$ cat src/hdl/ellrast_pkg.sv
// Shared types and constants for the ellipse outline rasterizer.
// Used by ellrast_core and the ellipse_outline_rasterizer top level.
`default_nettype none

package ellrast_pkg;

  localparam int COORD_W = 8;
  localparam int AXIS_W  = 7;
  localparam int ERR_W   = 26;
  localparam int SQ_W    = 14;
  localparam int MAX_RES = 4;

  // Input command codes
  localparam logic CMD_START = 1'b0;
  localparam logic CMD_STEP  = 1'b1;

  // Pixel operations
  localparam logic [1:0] OP_SET    = 2'd0;
  localparam logic [1:0] OP_CLEAR  = 2'd1;
  localparam logic [1:0] OP_INVERT = 2'd2;
  localparam logic [1:0] OP_UNUSED = 2'd3;

  // Result status codes
  localparam logic [1:0] ST_PIXEL  = 2'd0;
  localparam logic [1:0] ST_ACCEPT = 2'd1;
  localparam logic [1:0] ST_REJECT = 2'd2;

  // Configuration register indexes
  localparam logic CFG_DISPLAY_WIDTH  = 1'b0;
  localparam logic CFG_DISPLAY_HEIGHT = 1'b1;

  typedef enum logic [1:0] {
    PH_IDLE = 2'd0,
    PH_QUAD = 2'd1,
    PH_TIP  = 2'd2
  } phase_t;

  typedef struct packed {
    logic [COORD_W-1:0] x;
    logic [COORD_W-1:0] y;
    logic [1:0]         op;
    logic [1:0]         status;
    logic               last;
    logic               done;
  } res_t;

  typedef struct packed {
    logic [2:0]           count;
    res_t [MAX_RES-1:0]   res;
  } batch_t;

endpackage

`default_nettype wire

$ cat src/hdl/ellrast_core.sv
// Ellipse stepping state and the per-item result generator.
// Depends on ellrast_pkg; the top level captures the result batch.
`default_nettype none

module ellrast_core
  import ellrast_pkg::*;
(
  input  wire logic               clk,
  input  wire logic               rst_n,
  input  wire logic               take,
  input  wire logic               command,
  input  wire logic [COORD_W-1:0] center_x,
  input  wire logic [COORD_W-1:0] center_y,
  input  wire logic [AXIS_W-1:0]  semi_a,
  input  wire logic [AXIS_W-1:0]  semi_b,
  input  wire logic [1:0]         draw_op,
  input  wire logic [7:0]         disp_w,
  input  wire logic [7:0]         disp_h,
  output batch_t                  batch,
  output logic                    init_busy
);

  phase_t phase_r, phase_nxt;
  logic   init_r, init_nxt;

  logic        [COORD_W-1:0] cx_r, cy_r;
  logic        [AXIS_W-1:0]  sa_r;
  logic        [1:0]         op_r;
  logic        [7:0]         dx_r;
  logic signed [7:0]         dy_r;
  logic signed [ERR_W-1:0]   e_r, p_r, q_r;
  logic        [SQ_W-1:0]    a2_r, b2_r;
  logic signed [16:0]        t_r;

  // Start checks
  logic [1:0] op_fix;
  logic       start_ok;
  logic [8:0] right_w, bottom_w;
  assign op_fix   = (draw_op == OP_UNUSED) ? OP_SET : draw_op;
  assign right_w  = {1'b0, center_x} + {2'b0, semi_a};
  assign bottom_w = {1'b0, center_y} + {2'b0, semi_b};
  assign start_ok = (right_w < {1'b0, disp_w}) && (center_y < disp_h) &&
                    (center_x < disp_w) && (center_y >= {1'b0, semi_b}) &&
                    (center_x >= {1'b0, semi_a}) && (bottom_w < {1'b0, disp_h});

  // Start products, all independent of each other.
  logic        [SQ_W-1:0] a2_w, b2_w;
  logic signed [8:0]      bm_w;
  logic signed [16:0]     t_w;
  assign a2_w = {7'd0, semi_a} * {7'd0, semi_a};
  assign b2_w = {7'd0, semi_b} * {7'd0, semi_b};
  assign bm_w = $signed({1'b0, semi_b, 1'b0}) - 9'sd1;
  assign t_w  = $signed({10'd0, semi_a}) * $signed({{8{bm_w[8]}}, bm_w});

  // The cycle after an accepted start finishes the initial error term.
  logic signed [ERR_W-1:0] q_fix, e_fix;
  assign q_fix = $signed({19'd0, sa_r}) * $signed({{9{t_r[16]}}, t_r});
  assign e_fix = $signed({12'd0, b2_r}) - q_fix;

  // Quadrant step. p holds (2dx+1)*b^2 and q holds (2dy-1)*a^2.
  logic signed [27:0] e2_w, p_w, q_w, ew_w, two_b2, two_a2, e_sum;
  logic               xs, ys, moved, quad_done;
  logic        [7:0]  dx_q, dx_t;
  logic signed [7:0]  dy_q;
  logic               tip_done;
  assign e2_w   = {e_r[ERR_W-1], e_r, 1'b0};
  assign p_w    = {{2{p_r[ERR_W-1]}}, p_r};
  assign q_w    = {{2{q_r[ERR_W-1]}}, q_r};
  assign ew_w   = {{2{e_r[ERR_W-1]}}, e_r};
  assign two_b2 = $signed({13'd0, b2_r, 1'b0});
  assign two_a2 = $signed({13'd0, a2_r, 1'b0});
  assign xs     = e2_w < p_w;
  assign ys     = (e2_w + q_w) > 28'sd0;
  assign moved  = xs || ys;
  assign dx_q   = xs ? dx_r + 8'd1 : dx_r;
  assign dy_q   = ys ? dy_r - 8'sd1 : dy_r;
  assign e_sum  = ew_w + (xs ? p_w + two_b2 : 28'sd0) - (ys ? q_w - two_a2 : 28'sd0);
  assign quad_done = !moved || (dy_q[7] && (dx_q >= {1'b0, sa_r}));
  assign dx_t     = dx_r + 8'd1;
  assign tip_done = dx_t >= {1'b0, sa_r};

  // Mirrored coordinates wrap modulo the coordinate width.
  logic [COORD_W-1:0] xp, xm, yp, ym, xtp, xtm;
  assign xp  = cx_r + dx_r;
  assign xm  = cx_r - dx_r;
  assign yp  = cy_r + dy_r;
  assign ym  = cy_r - dy_r;
  assign xtp = cx_r + dx_t;
  assign xtm = cx_r - dx_t;

  // Next phase
  always_comb begin
    phase_nxt = phase_r;
    init_nxt  = 1'b0;
    if (take) begin
      if (command == CMD_START) begin
        phase_nxt = start_ok ? PH_QUAD : PH_IDLE;
        init_nxt  = start_ok;
      end else begin
        case (phase_r)
          PH_QUAD: begin
            if (quad_done) phase_nxt = PH_IDLE;
            else if (dy_q[7]) phase_nxt = PH_TIP;
          end
          PH_TIP: begin
            if (tip_done) phase_nxt = PH_IDLE;
          end
          default: phase_nxt = PH_IDLE;
        endcase
      end
    end
  end

  // Result batch for the item on the input
  always_comb begin
    batch = '0;
    if (command == CMD_START) begin
      batch.count         = 3'd1;
      batch.res[0].op     = start_ok ? op_fix : OP_SET;
      batch.res[0].status = start_ok ? ST_ACCEPT : ST_REJECT;
      batch.res[0].last   = 1'b1;
    end else begin
      case (phase_r)
        PH_QUAD: begin
          batch.count       = 3'd4;
          batch.res[0].x    = xp;
          batch.res[0].y    = yp;
          batch.res[1].x    = xm;
          batch.res[1].y    = yp;
          batch.res[2].x    = xm;
          batch.res[2].y    = ym;
          batch.res[3].x    = xp;
          batch.res[3].y    = ym;
          batch.res[0].op   = op_r;
          batch.res[1].op   = op_r;
          batch.res[2].op   = op_r;
          batch.res[3].op   = op_r;
          batch.res[3].last = 1'b1;
          batch.res[3].done = quad_done;
        end
        PH_TIP: begin
          batch.count       = 3'd2;
          batch.res[0].x    = xtp;
          batch.res[0].y    = cy_r;
          batch.res[1].x    = xtm;
          batch.res[1].y    = cy_r;
          batch.res[0].op   = op_r;
          batch.res[1].op   = op_r;
          batch.res[1].last = 1'b1;
          batch.res[1].done = tip_done;
        end
        default: batch.count = 3'd0;
      endcase
    end
  end

  assign init_busy = init_r;

  always_ff @(posedge clk) begin
    if (!rst_n) begin
      phase_r <= PH_IDLE;
      init_r  <= 1'b0;
    end else begin
      phase_r <= phase_nxt;
      init_r  <= init_nxt;
    end
  end

  always_ff @(posedge clk) begin
    if (init_r) begin
      q_r <= q_fix;
      e_r <= e_fix;
    end
    if (take) begin
      if (command == CMD_START) begin
        if (start_ok) begin
          cx_r <= center_x;
          cy_r <= center_y;
          sa_r <= semi_a;
          op_r <= op_fix;
          a2_r <= a2_w;
          b2_r <= b2_w;
          t_r  <= t_w;
          p_r  <= $signed({12'd0, b2_w});
          dx_r <= 8'd0;
          dy_r <= $signed({1'b0, semi_b});
        end
      end else if (phase_r == PH_QUAD) begin
        dx_r <= dx_q;
        dy_r <= dy_q;
        e_r  <= e_sum[ERR_W-1:0];
        if (xs) p_r <= p_r + two_b2[ERR_W-1:0];
        if (ys) q_r <= q_r - two_a2[ERR_W-1:0];
      end else if (phase_r == PH_TIP) begin
        dx_r <= dx_t;
      end
    end
  end

  // The tip loop only runs while the offset is short of the semi-axis.
  assert property (@(posedge clk) disable iff (!rst_n)
    (phase_r == PH_TIP) |-> (dx_r < {1'b0, sa_r}))
    else $error("tip loop entered with offset at or past semi-axis");

  // The error fixup lasts exactly one cycle and follows an accepted start.
  assert property (@(posedge clk) disable iff (!rst_n)
    init_r |=> !init_r)
    else $error("error term fixup held for more than one cycle");

  assert property (@(posedge clk) disable iff (!rst_n)
    init_r |-> (phase_r == PH_QUAD))
    else $error("error term fixup outside the quadrant loop");

endmodule

`default_nettype wire

$ cat src/hdl/ellipse_outline_rasterizer.sv
// Ellipse outline rasterizer: input handshake, configuration registers
// and the result queue that serializes each item's pixels. Depends on
// ellrast_pkg and ellrast_core.
// The first result of an item is valid in the cycle after its transfer.
// The output carries one result per cycle while out_tready is high; a quadrant
// step yields four results, a tip step two and a start one, all on the single result port.
// An accepted start holds off the next item while the initial error term
// product completes.
// Reset (synchronous, active low) idles the rasterizer, empties the result
// queue and restores the display size to 100 by 64.
`default_nettype none

module ellipse_outline_rasterizer
  import ellrast_pkg::*;
(
  input  wire logic        clk,
  input  wire logic        rst_n,
  // Input stream
  input  wire logic        in_tvalid,
  output logic             in_tready,
  input  wire logic [31:0] in_tdata,   // center_x, center_y, semi_a, semi_b, draw_op
  input  wire logic        in_tuser,   // command
  // Result stream
  output logic             out_tvalid,
  input  wire logic        out_tready,
  output logic [23:0]      out_tdata,  // pixel_x, pixel_y, pixel_op, zero fill
  output logic [2:0]       out_tuser,  // status, done_res
  output logic             out_tlast,  // run_last
  // Configuration writes
  input  wire logic        cfg_valid,
  output logic             cfg_ready,
  input  wire logic        cfg_index,
  input  wire logic [7:0]  cfg_data
);

  logic [7:0] disp_w_r, disp_h_r;
  batch_t     batch, batch_r;
  logic [2:0] cnt_r;
  logic [1:0] rd_idx_r;
  logic       init_busy;
  logic       in_fire, out_fire;
  res_t       cur;

  assign cfg_ready = 1'b1;

  always_ff @(posedge clk) begin
    if (!rst_n) begin
      disp_w_r <= 8'd100;
      disp_h_r <= 8'd64;
    end else if (cfg_valid) begin
      case (cfg_index)
        CFG_DISPLAY_WIDTH:  disp_w_r <= cfg_data;
        CFG_DISPLAY_HEIGHT: disp_h_r <= cfg_data;
        default: ;
      endcase
    end
  end

  ellrast_core u_core (
    .clk       (clk),
    .rst_n     (rst_n),
    .take      (in_fire),
    .command   (in_tuser),
    .center_x  (in_tdata[7:0]),
    .center_y  (in_tdata[15:8]),
    .semi_a    (in_tdata[22:16]),
    .semi_b    (in_tdata[29:23]),
    .draw_op   (in_tdata[31:30]),
    .disp_w    (disp_w_r),
    .disp_h    (disp_h_r),
    .batch     (batch),
    .init_busy (init_busy)
  );

  // A new item may enter while the last queued result is being taken.
  assign in_tready = !init_busy && ((cnt_r == 3'd0) || ((cnt_r == 3'd1) && out_tready));
  assign in_fire   = in_tvalid && in_tready;
  assign out_fire  = out_tvalid && out_tready;

  always_ff @(posedge clk) begin
    if (!rst_n) begin
      cnt_r    <= 3'd0;
      rd_idx_r <= 2'd0;
    end else if (in_fire) begin
      cnt_r    <= batch.count;
      rd_idx_r <= 2'd0;
    end else if (out_fire) begin
      cnt_r    <= cnt_r - 3'd1;
      rd_idx_r <= rd_idx_r + 2'd1;
    end
  end

  always_ff @(posedge clk) begin
    if (in_fire) batch_r <= batch;
  end

  assign cur        = batch_r.res[rd_idx_r];
  assign out_tvalid = (cnt_r != 3'd0);
  assign out_tdata  = {6'd0, cur.op, cur.y, cur.x};
  assign out_tuser  = {cur.done, cur.status};
  assign out_tlast  = cur.last;

  assert property (@(posedge clk) disable iff (!rst_n)
    (in_fire && (batch.count != 3'd0)) |=> out_tvalid)
    else $error("item with results left the queue empty");

  // The last queued result of an item always closes its run.
  assert property (@(posedge clk) disable iff (!rst_n)
    (out_tvalid && (cnt_r == 3'd1)) |-> out_tlast)
    else $error("final result of an item lacks tlast");

  assert property (@(posedge clk) disable iff (!rst_n)
    (out_tvalid && (cnt_r != 3'd1)) |-> !out_tlast)
    else $error("tlast raised before the final result of an item");

  assert property (@(posedge clk) disable iff (!rst_n)
    cnt_r <= 3'd4)
    else $error("result queue count out of range");

endmodule

`default_nettype wire

$ cat config.mk
export PLATFORM = sky130hd
export DESIGN_NAME = ellipse_outline_rasterizer
export DESIGN_NICKNAME = d
export VERILOG_FILES = /design/src/hdl/ellrast_pkg.sv /design/src/hdl/ellrast_core.sv /design/src/hdl/ellipse_outline_rasterizer.sv
export SDC_FILE = /design/constraint.sdc
export NUM_CORES = 1
export LEC_CHECK = 0
export BUFFER_PORTS_ARGS = -buffer_cell sky130_fd_sc_hd__buf_2
export CAP_MARGIN = 20
export CORE_UTILIZATION = 65
export CTS_CLUSTER_SIZE = 16
export DETAILED_ROUTE_END_ITERATION = 6
export PLACE_DENSITY = 0.83
export SYNTH_ARGS = -nofsm -noshare
export SYNTH_HDL_FRONTEND = slang
export SYNTH_SLANG_ARGS = --single-unit
export TNS_END_PERCENT = 20
$ cat constraint.sdc
create_clock -name clk -period 9.7 [get_ports clk]
set_input_delay 0 -clock clk [delete_from_list [all_inputs] [get_ports clk]]
set_output_delay 0 -clock clk [all_outputs]
set_load 0.1 [all_outputs]
==> summary.md, run 1 <==
| Metric | Value |
|---|---|
| Outcome | `finished, final reports clean` |
| Post-CTS setup buffers | `0` |
| Most numerous cell in the Yosys netlist | `inv_1` |
| Crit-path max cell delay | `0.67 ns` |
| Final min period | `8.15 ns` |
| Clock buffer count from CTS | `29` |
| Clock Skew | `0.0268 ns` |
| Tcrit/Tclk final | `0.840` |
| Unrepaired setup endpoints after global routing | `no` |
| Initial drt markers | `2052` |
| Main synth FF type | `edfxtp_1` |
| Post-CTS Resized | `0` |
| Area delta synth->final | `8.06%` |
| Power density cells | `177 mW/mm2` |
| Family with the most delay on the worst path | `simple AND/OR/NAND/NOR gates` |
| Post-synthesis async set-or-reset flop share | `0` |
| Syn_area_per_cell | `8.83 um2` |
| Dpl cell area | `0.0301 mm2` |
| Slew @ Worst Pin | `0.970 ns` |
| Diodes inserted | `0` |
| Slowest CP cell | `or2_2` |
| Mapped Area | `0.0293 mm2` |
| H-tree depth | `1` |
| Max layer used | `met4` |
| Yosys Warn Count | `0` |
| Vias post-DR | `24600` |
| Largest area contributor in the netlist | `edfxtp_1` |
| Peak VDD IR | `0.000202 V` |
| Worst r2r path cells | `27` |
| HP Class | `input pin to register` |
| Synth cell count leaders | `inv_1 (491), ha_1 (377), nor2_1 (308)` |
| Num rows | `77` |
| Rel. slew slack | `0.343` |
| Fin Setup TNS | `0 ns` |
| Layout cell share with drive strength beyond 1 | `0.0579` |
| Synth top area share | `0.173` |
| First-pass GRT wire length | `133000 um` |
| Core area | `0.0443 mm2` |
| GRT Util Overall | `0.363` |
| WP data arrival | `8.62 ns` |
| CTS Buffer Depth | `3` |
| Number of global-route vias before repair | `25700` |
| Final hold violation count | `0` |
| Worst R2R End | `u_core.e_r[24]$_DFF_P_` |
| Grt total ovfl | `0` |
| IO Pins | `78` |
| Worst Path Required | `10.17 ns` |
| Post-route cell area | `0.0317 mm2` |
| Number of flops mapped to enable cells by yosys | `169` |
| Synth Register Bits | `244` |
| CTS sink cnt | `244` |
| Worst hold path endpoint | `cnt_r[1]$_SDFFE_PN0P_` |
| Die H | `214 um` |
| Syn Inst Count | `3320` |
| WL met3 | `5960 um` |
| Sequential-to-total area share from yosys stat | `0.224` |
| Nets | `4029` |
| Die footprint | `0.0459 mm2` |
| DRT antenna net count | `0` |
| Pleak | `14.6 nW` |
| Routed wl met2 | `39300 um` |
| RePlAce Congestion | `1.01` |
| CTS tree | `built` |
| Pin count of the biggest net entering global routing | `66` |
| Width of the die | `214 um` |
| Initial antenna violation count | `0` |
| DRC | `0` |
| Critical path type | `register to register` |
| Post-synth cell types | `94` |
| Fin. max-slew vios | `0` |
| Crit end category | `register` |
| Final setup vio count | `0` |
| Max cap viols | `0` |
| DRT Pass-1 Iters | `5` |
| Max Clk Rate | `123 MHz` |
| Worst reg2reg setup slack | `1.55 ns` |
| # fillers | `3304` |
| DP HPWL | `63800 um` |
| Wirelength per Cell | `20.6 um` |
| Clock root buffer | `clkbuf_16` |
| Clock slew at reported path FFs | `0.06 ns` |
| Hold Path Cell Cnt | `4` |
| Initial core utilization | `0.661` |
| Critical Path Start Type | `register` |
| Worst path buffer plus inverter count | `2` |
| PortBufs | `70` |
| Worst hold start | `in_tuser` |
| Area contributors post-synth | `edfxtp_1 (17%), ha_1 (16%), fa_1 (14%), inv_1 (6.3%), dfxtp_1 (5.1%)` |
| Clock Latency Late Sink | `0.60 ns` |
| Worst R2R Start | `u_core.e_r[0]$_DFF_P_` |
| Vias/cell | `6.13` |
| Crit path max fanout | `30` |
| WL final | `82700 um` |
| Metal-1 WL | `32600 um` |
## worst min-delay path, stage by stage
cell	delay [ns]
buf_2	0.11
buf_4	0.30
nand3_1	0.15
a21boi_0	0.07
## cell families after synthesis
group           after synthesis  synth area share
fa+ha+maj                   583             0.302
compound gates              628             0.142
simple gates                959             0.155
xor+xnor                    238            0.0716
buf+inv                     601            0.0790
other cells                   2          0.000256
mux                          65            0.0261
flops                       244             0.224
## flip-flops by register name, summed over array words and instances (netlist names), 3 cells and up
name / cells
u_core.cy_r: 8
u_core.a2_r: 12
u_core.dx_r: 8
u_core.sa_r: 6
disp_w_r: 8
u_core.p_r: 26
u_core.e_r: 26
u_core.dy_r: 8
u_core.q_r: 26
disp_h_r: 8
u_core.b2_r: 13
cnt_r: 3
batch_r: 60
u_core.cx_r: 8
u_core.t_r: 17
## timing repair
item / 4_1_cts / 5_1_grt
hold endpoints to repair: 54 / 0
hold buffers: 52 / 0
setup endpoints to repair: 0 / 0
## how the worst max path moves through the flow
stage	endpoint	start	cells after the start
2_1_floorplan	u_core.a2_r[10]$_DFFE_PP_	cnt_r[0]$_SDFFE_PN0P_	7
3_3_place_gp	u_core.e_r[24]$_DFF_P_	u_core.e_r[0]$_DFF_P_	27
3_5_place_dp	u_core.e_r[24]$_DFF_P_	u_core.e_r[0]$_DFF_P_	27
4_1_cts	u_core.e_r[24]$_DFF_P_	u_core.e_r[0]$_DFF_P_	27
5_1_grt	u_core.e_r[24]$_DFF_P_	u_core.e_r[0]$_DFF_P_	27
6_report	u_core.e_r[24]$_DFF_P_	u_core.e_r[0]$_DFF_P_	27
## where the power goes
part | internal [mW] | switching [mW]
logic | 1.20 | 1.92
registers | 1.27 | 0.0767
clock network | 0.646 | 0.481
total | 3.12 | 2.48
## per-layer routing
| metal | up-vias | global-route usage |
|---|---|---|
| li1 | 11300 | - |
| met1 | 12000 | 0.444 |
| met2 | 1060 | 0.624 |
| met3 | 291 | 0.0519 |
| met4 | 0 | 0.189 |
| met5 | - | 0 |
## per-stage QoR
step | total power, mW | std cells | setup WS [ns] | utilization | hold slack (ns)
final | 5.60 | 4014 | 1.55 | 0.715 | 0.114
after global routing | 5.98 | 4014 | 0.973 | 0.715 | 0.128
after CTS | 5.55 | 4012 | 1.67 | 0.713 | 0.0671
after detailed placement | 4.39 | 3906 | 1.72 | 0.680 | 0.252
after global placement | 4.32 | 3906 | 2.02 | 0.680 | 0.237
after floorplan | 3.71 | 3325 | 3.26 | - | 0.0989
## cells in the final DEF, fill, tap and decap left out, drive strengths merged, types with 39 or more instances in the layout
cell type,netlist,routed
xnor2,168,168
xor2,69,69
fa,206,206
nand2,253,253
buf,28,90
nand2b,44,44
o21bai,43,43
edfxtp,169,169
a21oi,185,185
inv,497,499
o21ai,101,101
dfxtp,75,75
mux2i,39,39
a21o,61,61
nor2,308,308
ha,377,377
and2,122,122
dlygate4sd3,0,52
nand3,42,42
nor3,48,48
o21a,41,41
## cell type report
type                       count  area [um2]  area share
timing repair buffer         142        1060      0.0335
sequential                   244        6580       0.208
inverter                     502        1880      0.0595
multi-input combinational   2480       20500       0.646
clock buffer                  37         776      0.0245
tap                          592         741      0.0234
clock inverter                17         174     0.00549
Power figures use the tool's default switching activity.
==> run 2: changes to the inputs <==
==> constraint.sdc (replaced) <==
create_clock -name clk -period 7.8 [get_ports clk]
set_input_delay 0 -clock clk [delete_from_list [all_inputs] [get_ports clk]]
set_output_delay 0 -clock clk [all_outputs]
set_load 0.1 [all_outputs]
==> run 2 against run 1 <==
Compared with the run above:
- global-route usage shrank 0.11 points
- critical path depth is 1 lower
- utilization did not move
- combinational power is 26% higher
- die area stayed put
- total power up 24%
- via count down 0.23%
- largest cell class unchanged
- largest power group unchanged
==> summary.md, run 2 (same netlist as run 1, synthesis figures left out) <==
| Metric | Value |
|---|---|
| IO Pins | `78` |
| Family with the most delay on the worst path | `compound AO/OA/AOI/OAI gates` |
| Leading cell type in the layout, fill and taps excluded | `inv_1` |
| Crit end category | `register` |
| Tcrit/Tclk final | `0.953` |
| Final min period | `7.44 ns` |
| Crit-path max cell delay | `0.58 ns` |
| PortBufs | `70` |
| Vias/cell | `6.10` |
| Crit path max fanout | `15` |
| Nets | `4040` |
| Die H | `214 um` |
| Unrepaired setup endpoints after global routing | `no` |
| Fin. max-slew vios | `0` |
| Area delta synth->final | `8.06%` |
| Slew @ Worst Pin | `1.04 ns` |
| DP HPWL | `64200 um` |
| Diodes inserted | `0` |
| Placed cells | `3917` |
| Final setup vio count | `0` |
| Layout cell share with drive strength beyond 1 | `0.0612` |
| Final hold violation count | `0` |
| Clock buffer count from CTS | `29` |
| H-tree depth | `1` |
| Initial antenna violation count | `1` |
| CTS Buffer Depth | `3` |
| Hold Path Cell Cnt | `3` |
| Initial drt markers | `2282` |
| Largest reg by FF count | `batch_r` |
| Wirelength per Cell | `20.5 um` |
| Clock Latency Late Sink | `0.60 ns` |
| Pleak | `14.6 nW` |
| Largest register FFs | `60` |
| Pin count of the biggest net entering global routing | `68` |
| Worst r2r path cells | `26` |
| First-pass GRT wire length | `132000 um` |
| Fin Setup TNS | `0 ns` |
| Clock root buffer | `clkbuf_16` |
| Max cap viols | `0` |
| Post-CTS setup buffers | `0` |
| Critical Path Stages | `26` |
| DRC | `0` |
| Vias post-DR | `24600` |
| Critical path type | `register to register` |
| Peak VDD IR | `0.000251 V` |
| Num rows | `77` |
| DRT Pass-1 Iters | `6` |
| CTS sink cnt | `244` |
| CTS tree | `built` |
| Core area | `0.0443 mm2` |
| Outcome | `finished, final reports clean` |
| Clock Skew | `0.0226 ns` |
| Max Clk Rate | `134 MHz` |
| GRT Util Overall | `0.362` |
| DRT antenna net count | `0` |
| Number of global-route vias before repair | `25300` |
| HP Class | `input pin to register` |
| WL final | `82300 um` |
| Initial core utilization | `0.661` |
| Clock slew at reported path FFs | `0.06 ns` |
| Die footprint | `0.0459 mm2` |
| Width of the die | `214 um` |
| WP data arrival | `7.96 ns` |
| Rel. slew slack | `0.308` |
| Worst Path Required | `8.32 ns` |
| RePlAce Congestion | `1.01` |
| Fin cells | `4025` |
| Critical Path Start Type | `register` |
| Commonest non-fill, non-tap cells in the layout | `inv_1 (490), ha_1 (377), nor2_1 (307)` |
| Grt total ovfl | `0` |
| Power density cells | `219 mW/mm2` |
| Slowest CP cell | `ha_1` |
| Worst path buffer plus inverter count | `3` |
[run 2: cell count changes in the layout (fill, tap and decap cells not counted), sizes merged]
cell,previous run,this run
clkbuf,37,35
clkinvlp,0,4
buf,90,100
dlygate4sd3,52,53
inv,499,500
clkinv,17,16
bufinv,3,1
[run 2: power by group]
| group | switching [mW] | internal (mW) |
|---|---|---|
| Sequential | 0.100 | 1.58 |
| Combinational | 2.41 | 1.51 |
| Clock | 0.606 | 0.722 |
| Total | 3.11 | 3.82 |
[run 2: worst paths after layout]
check                                              start  slack (ns)                        end
worst max register to register    u_core.e_r[17]$_DFF_P_        0.36     u_core.e_r[25]$_DFF_P_
worst max-delay path              u_core.e_r[17]$_DFF_P_        0.36     u_core.e_r[25]$_DFF_P_
worst min-delay path                        in_tdata[29]        0.07  u_core.b2_r[13]$_DFFE_PP_
worst min register to register  disp_h_r[1]$_SDFFE_PN0P_        0.48   disp_h_r[1]$_SDFFE_PN0P_
[run 2: area by class of cell]
type | count | area, um2
multi-input combinational | 2480 | 20500
fill | 3299 | 12600
sequential | 244 | 6580
inverter | 502 | 1880
timing repair buffer | 153 | 1100
clock buffer | 35 | 748
tap | 592 | 741
clock inverter | 19 | 148
[run 2: worst reg2reg max path, delay by kind of cell, from the launching register on]
kind / cells / cell delay [ns]
AOI/OAI and AO/OA: 12 / 3.09
DFF: 1 / 0.36
adders and majority gates: 3 / 1.45
and+or+nand+nor: 7 / 1.57
xor gates and xnor gates: 1 / 0.47
buffers and inverters: 3 / 0.43
[run 2: stage by stage]
| step | hold WS (ns) | util | power [mW] | cell area, um2 | setup slack (ns) |
|---|---|---|---|---|---|
| after floorplan | 0.0989 | - | 4.61 | 29300 | 1.36 |
| after global placement | 0.224 | 0.682 | 5.42 | 30200 | 0.649 |
| after detailed placement | 0.236 | 0.682 | 5.51 | 30200 | 0.376 |
| after CTS | 0.0235 | 0.714 | 6.86 | 31700 | 0.306 |
| after global routing | 0.0525 | 0.715 | 7.39 | 31700 | 0.0370 |
| final | 0.0709 | 0.715 | 6.93 | 31700 | 0.364 |
[run 2: layer usage]
layer  GRT usage  part of all wire
met2       0.605              0.47
met3      0.0569             0.076
met4       0.176             0.054
met1       0.459              0.40
met5           0           0.00033
[run 2: what timing repair did]
| item | CTS | global route |
|---|---|---|
| hold buffers | 53 | 0 |
| resized for setup | 0 | 3 |
| endpoints found under the hold margin | 54 | 0 |
| endpoints found under the setup margin | 0 | 2 |
